<file path="config.mk">
export PLATFORM = sky130hd
export DESIGN_NAME = hst_cell
export DESIGN_NICKNAME = d
export VERILOG_FILES = /design/src/hw/rtl/hst_pkg.sv /design/src/hw/rtl/hst_cell.sv
export SDC_FILE = /design/constraint.sdc
export NUM_CORES = 1
export LEC_CHECK = 0
export BUFFER_PORTS_ARGS = -buffer_cell sky130_fd_sc_hd__buf_2
export CAP_MARGIN = 20
export CORE_MARGIN = 4
export CORE_UTILIZATION = 43
export DETAILED_ROUTE_END_ITERATION = 7
export PLACE_DENSITY = 0.78
export SYNTH_ARGS = -nofsm -noshare
export SYNTH_HDL_FRONTEND = slang
export SYNTH_SLANG_ARGS = --single-unit
</file>
<file path="constraint.sdc">
create_clock -name clock -period 5.1 [get_ports clock]
set_input_delay 1.02 -clock clock [delete_from_list [all_inputs] [get_ports clock]]
set_output_delay 1.02 -clock clock [all_outputs]
set_load 0.01 [all_outputs]
</file>
<file path="src/hw/rtl/hst_pkg.sv">
// Package: shared widths, codes and types of the hot segment tracker.
package hst_pkg;

   localparam int ADDR_W      = 40;
   localparam int SEG_W       = 29;
   localparam int COUNT_W     = 8;
   localparam int STATUS_W    = 3;
   localparam int CAP_W       = 41;
   localparam int CSR_INDEX_W = 2;
   localparam int CSR_DATA_W  = 41;

   localparam int DEF_ENTRIES       = 64;
   localparam int DEF_SEGMENT_SHIFT = 11;
   localparam int DEF_COUNT_CEILING = 254;

   localparam logic [CSR_INDEX_W-1:0] CSR_CAPACITY      = 2'd0;
   localparam logic [CSR_INDEX_W-1:0] CSR_IGNORE_WRITES = 2'd1;
   localparam logic [CSR_INDEX_W-1:0] CSR_IGNORE_STORES = 2'd2;
   localparam logic [CSR_INDEX_W-1:0] CSR_CLEAR_ON_DUMP = 2'd3;

   localparam logic [CAP_W-1:0] CAPACITY_RESET = CAP_W'(1) << ADDR_W;

   localparam logic [STATUS_W-1:0] STAT_INCREMENTED = 3'd0;
   localparam logic [STATUS_W-1:0] STAT_SATURATED   = 3'd1;
   localparam logic [STATUS_W-1:0] STAT_INSERTED    = 3'd2;
   localparam logic [STATUS_W-1:0] STAT_DECREMENTED = 3'd3;
   localparam logic [STATUS_W-1:0] STAT_FILTERED    = 3'd4;
   localparam logic [STATUS_W-1:0] STAT_OUT_OF_RANGE = 3'd5;
   localparam logic [STATUS_W-1:0] STAT_DUMP        = 3'd6;

   localparam logic KIND_ACCESS = 1'b0;
   localparam logic KIND_DUMP   = 1'b1;

   typedef enum logic [2:0] {
      OP_HOLD,
      OP_INC,
      OP_INSERT,
      OP_DEC,
      OP_SWAP,
      OP_ROTATE,
      OP_CLEAR
   } cell_op_type;

   typedef struct packed {
      logic               live;
      logic [SEG_W-1:0]   segment;
      logic [COUNT_W-1:0] count;
   } entry_type;

   localparam entry_type DEAD_ENTRY = '0;

   typedef struct packed {
      cell_op_type      op;
      logic [SEG_W-1:0] key;
      logic             phase;
   } cell_cmd_type;

   typedef struct packed {
      logic first;
      logic last;
      logic odd;
   } cell_pos_type;

   typedef struct packed {
      logic hit;
      logic sat;
      logic above;
   } cell_flags_type;

endpackage

</file>
<file path="src/hw/rtl/hst_cell.sv">
// Cell: one entry of the sorted counter chain with its local update rules.
module hst_cell #(
   parameter int COUNT_CEILING = hst_pkg::DEF_COUNT_CEILING
) (
   input  logic                    clock,
   input  logic                    reset,
   input  hst_pkg::cell_cmd_type   cmd,
   input  hst_pkg::cell_pos_type   pos,
   input  hst_pkg::entry_type      left_entry,
   input  hst_pkg::entry_type      right_entry,
   input  logic                    left_above,
   output hst_pkg::entry_type      entry,
   output hst_pkg::cell_flags_type flags
);
   import hst_pkg::*;

   localparam logic [COUNT_W-1:0] CEIL = COUNT_W'(COUNT_CEILING);

   logic               live_ff, live_in;
   logic [SEG_W-1:0]   segment_ff, segment_in;
   logic [COUNT_W-1:0] count_ff, count_in;
   logic [COUNT_W-1:0] dec_count;
   logic               pair_left;
   logic               pair_right;
   entry_type          next_entry;

   assign entry = '{live: live_ff, segment: segment_ff, count: count_ff};

   assign flags.hit   = live_ff && (segment_ff == cmd.key);
   assign flags.sat   = flags.hit && (count_ff > CEIL);
   assign flags.above = !live_ff || (segment_ff > cmd.key);

   // pair membership for the odd/even swap pass
   assign pair_left  = (pos.odd == cmd.phase) && !pos.last;
   assign pair_right = (pos.odd != cmd.phase) && !pos.first;

   assign dec_count = (count_ff != '0) ? count_ff - 1'b1 : '0;

   always_comb begin
      next_entry = entry;
      unique case (cmd.op)
         OP_HOLD: begin
         end
         OP_INC: begin
            if (flags.hit && !flags.sat) next_entry.count = count_ff + 1'b1;
         end
         OP_INSERT: begin
            // shift right behind the insertion point, take the key at it
            if (left_above) begin
               next_entry = left_entry;
            end else if (flags.above) begin
               next_entry = '{live: 1'b1, segment: cmd.key, count: COUNT_W'(1)};
            end
         end
         OP_DEC: begin
            if (live_ff) begin
               next_entry.count = dec_count;
               next_entry.live  = (dec_count != '0);
            end
         end
         OP_SWAP: begin
            if (pair_left && !live_ff && right_entry.live) begin
               next_entry = right_entry;
            end else if (pair_right && !left_entry.live && live_ff) begin
               next_entry = left_entry;
            end
         end
         OP_ROTATE: begin
            next_entry = right_entry;
         end
         OP_CLEAR: begin
            next_entry.live  = 1'b0;
            next_entry.count = '0;
         end
         default: begin
         end
      endcase
      live_in    = next_entry.live;
      segment_in = next_entry.segment;
      count_in   = next_entry.count;
   end

   always_ff @(posedge clock) begin
      if (reset) begin
         live_ff  <= 1'b0;
         count_ff <= '0;
      end else begin
         live_ff  <= live_in;
         count_ff <= count_in;
      end
   end

   always_ff @(posedge clock) begin
      segment_ff <= segment_in;
   end

endmodule

</file>
# Word level (Yosys, flattened, before mapping)
# Index checks and enable logic that the tools add are counted.
# op_classes
mux	11
reduce_logical	23
eq_ne	13
magnitude_cmp	2
n_addsub	2
# ops
cell	n
$mux W38	4
$pmux W29 S3	1
$pmux W8 S6	1
$eq A29 B29 Y1	1
$gt A29 B29 Y1	1
$mux W8	3
$reduce_bool A8 Y1	2
$eq A3 B3 Y1 const B	3
$logic_and A1 B1 Y1	9
$add A8 B1 Y8 const B	1
$gt A8 B8 Y1 const B	1
$sub A8 B1 Y8 const B	1
$eq A3 B2 Y1 const B	2
$ne A3 B3 Y1 const B	2
$reduce_and A3 Y1	2
$reduce_bool A6 Y1	1
$logic_not A1 Y1	5
$pmux W1 S5	1
$reduce_and A5 Y1	1
$reduce_bool A5 Y1	1
$ne A2 B2 Y1 const B	2
$eq A3 B1 Y1 const B	1
$reduce_bool A3 Y1	1
$eq A1 B1 Y1	1
3 further kinds	3
# totals
word_cells	54
input_bits	115
out_inout_bits	41
regBits	38

# Logic depth before layout (Yosys ltp)
# logic_depth
depth_word	7
mapped_depth	10
ltp_nobuf	9

# Worst setup path after synthesis
# No wires, ideal clock.
# synth_path
path_kind	in2reg
startpoint	input port cmd[28] in the netlist's numbering
endpoint	register segment_ff[0], enable pin
stages	9
setup_slack_ns	-0.131
required_ns	4.641
n_path_buf	0
setup_ns	0.459
arrival_ns	4.771
cell_sequence	inv_1 ha_1 and4_1 nand4_1 or2_2 a311oi_1 or2_4 nor2_1 o31ai_1
# synth_lines
item	line	text
from (decl)	hst_cell.sv:7	input hst_pkg::cell_cmd_type cmd,
to (signal assigned)	hst_cell.sv:94	segment_ff <= segment_in;
to (decl)	hst_cell.sv:20	logic [SEG_W-1:0] segment_ff, segment_in;

==> results.txt <==
Outcome - completed
Initial core utilization - 0.4492
Unique masters post-synth - 59
TNS Setup - 0 ns
Setup Crit Path Kind - in -> out
Top cell type's share of synthesized area - 0.2630
Clk_lat worst skew - 0.29 ns
Syn_area_per_cell - 8.075 um2
Synth area leader - edfxtp_1
CP startpoint kind - input pin
Slew Viols, Final - 0
Cell Rows - 31
PwrDens - 222.5 nW/um2
WL/cell - 16.44 um
First-pass GRT wire length - 16950 um
Proportion of layout cells with a drive suffix above 1 - 0.3279
Worst EP required - 4.08 ns
Gr ovfl total - 0
Critical Path End Type - output pin
Final cycle utilization of the critical path - 0.7745
Total number of vias - 3672
Clock root cell - clkbuf_8
CORE AREA - 7370 um2
LEAKAGE - 2.034 nW
Detailed Route WL - 10750 um
Number of post-CTS setup repair buffers - 0
F_max - 253.2 MHz
Highest-delay cell along the critical path - or2_2
Mapped Area - 3311 um2
Top delay family on crit path - simple AND/OR/NAND/NOR gates
Die X - 95.75 um
# Max-Cap Violations - 0
Die area - 9167 um2
Multi-input logic area - 2057 um2
Largest net degree at the start of global routing - 30
Slew @ Worst Pin - 1.021 ns
CTS buffer count - 5
Crit path top cell by count - buf_2
GRT Total Usage - 0.2352
ANT cells - 0
Worst Skew - 0.01410 ns
P&R area growth vs syn - 29.37%
I/O pin total - 156
Antenna-violating nets left - 0
Post-synthesis cell count - 410
Worst Hold Path Cells - 2
Gpl congestion - 0.9444
Normalized max-slew margin - 0.3176
Clk slew on worst S/H paths - 0.08 ns
Final core occ - 0.5812
Stages on the worst setup path - 9
Final setup viols - 0
VDD IR max - 0.0001802 V
Worst R2R Path Depth - 9
Hold Crit Class - reg -> reg
Worst-path cell chain - buf_2, inv_1, ha_1, and4_1, nand4_1, or2_2, a311oi_1, or2_4, buf_2
RSZ-0062 raised after global routing - no
Resized cells post-CTS - 0
Register bit count reported by yosys - 38
Yosys warnings - 0
Minimum clock period - 3.950 ns
Hold Buf Count CTS - 0
Dpl hpwl - 8701 um
Nets@finish - 702
# H-tree levels - 2
DRT iter0 DRCs - 168
Vias in the first global route - 3659
Worst EP arrival - 2.93 ns
Vias per cell - 5.615
Fill count - 706
Top post-synthesis cells by area - edfxtp_1 (26%), ha_1 (12%), nor2_1 (9.6%)
Initial antenna violation count - 0
Die Y - 95.75 um
FF/Latch Area - 1051 um2
Asr flop ratio synth - 0
Input/output buffers - 155
Predominant post-synthesis flop cell - edfxtp_1
CP Max Fanout - 4
Clock tree buffer depth - 2
Sequential fraction of the synthesis area - 0.3175
Drt pass-1 iters - 7
Final hold vios - 0
# DRC - 0
Crit-path max cell delay - 0.38 ns
CTS tree - built
Post-Syn Nets - 558
Register-to-register path setup slack - 1.87 ns
CTS sink cnt - 38
Buf/Inv on CP - 3
Post-synth EDFFs - 29
routing by layer:
layer  track usage  wire length [um]  share of wire
met5             0                 0              0
met4       0.08175               262          0.024
met3       0.05786              1149           0.11
met2        0.4105              5197           0.48
met1        0.2806              4140           0.39
cell families (layout without fill, tap and decap cells):
group	Yosys count	after routing	synth area share
fa+ha+maj	33	33	0.1247
simple gates	153	153	0.2196
flops	38	38	0.3175
xor+xnor	5	5	0.01323
mux	4	4	0.01398
buf+inv	57	202	0.06652
compound gates	120	120	0.2445
registers in the layout, summed over array words and instances (netlist names):
signal      count
count_ff        8
live_ff         1
segment_ff     29
synth_stat cells, types with 2 or more instances:
cell / instances
a211oi_1: 2
a21o_1: 4
a21oi_1: 26
a221o_1: 3
a221oi_1: 6
a22o_1: 2
a22oi_1: 4
a311o_1: 2
a31oi_1: 3
and3_1: 2
and4_1: 2
buf_2: 2
clkbuf_1: 17
dfxtp_1: 9
edfxtp_1: 29
ha_1: 33
inv_1: 37
mux2i_1: 2
nand2_1: 19
nand2b_1: 3
nand3_1: 9
nand3b_1: 2
nand4_1: 5
nor2_1: 85
nor2b_1: 5
nor3_1: 6
nor4b_1: 2
o211ai_1: 3
o21a_1: 2
o21ai_0: 15
o21bai_1: 3
o221a_2: 4
o22ai_1: 30
o31ai_1: 3
or3_1: 2
xnor2_1: 2
xor2_1: 3
metrics by stage:
stage               area, um2  hold slack, ns  cells  power, mW  setup WS (ns)
floorplan                3316          0.5424    410     0.5804         0.7719
global placement         4174          0.5627    646     0.6979          1.200
detailed placement       4174          0.5516    646     0.7065          1.125
CTS                      4283          0.5624    654     0.9572          1.131
global route             4283          0.6068    654      1.013          1.040
finish                   4283          0.5719    654     0.9528          1.150
power breakdown:
part	total [mW]	internal, mW	switching [mW]
logic	0.313	0.139	0.174
clock network	0.252	0.144	0.108
registers	0.388	0.363	0.0251
final timing paths:
kind | start | end
worst max-delay path | cmd[28] | flags[0]
worst min-delay path | count_ff[7]$_SDFFE_PP0P_ | count_ff[7]$_SDFFE_PP0P_
worst max register to register | segment_ff[27]$_DFFE_PP_ | segment_ff[24]$_DFFE_PP_
worst min register to register | count_ff[7]$_SDFFE_PP0P_ | count_ff[7]$_SDFFE_PP0P_
worst min-delay path, delay by kind of cell, from the launching register on:
family / cells / cell delay (ns)
AOI/OAI and AO/OA: 1 / 0.06
buffers and inverters: 1 / 0.09
DFF: 1 / 0.37
cells in the final DEF (no fill, tap or decap), drive strengths merged, types with 9 or more instances in the layout:
master	synthesis	routed
buf	3	157
nor2	85	85
inv	37	37
ha	33	33
o22ai	30	30
edfxtp	29	29
a21oi	26	26
nand2	19	19
o21ai	16	16
nand3	9	9
dfxtp	9	9
cell type report:
| cell class | count | share of cell area |
|---|---|---|
| flip-flops and latches | 38 | 0.2454 |
| inverters | 37 | 0.03243 |
| clock inverters | 3 | 0.009349 |
| well taps | 99 | 0.02892 |
| repair buffers | 157 | 0.1876 |
| clock buffers | 5 | 0.01607 |
| multi-input cells | 315 | 0.4803 |
(Power assumes the default switching activity.)
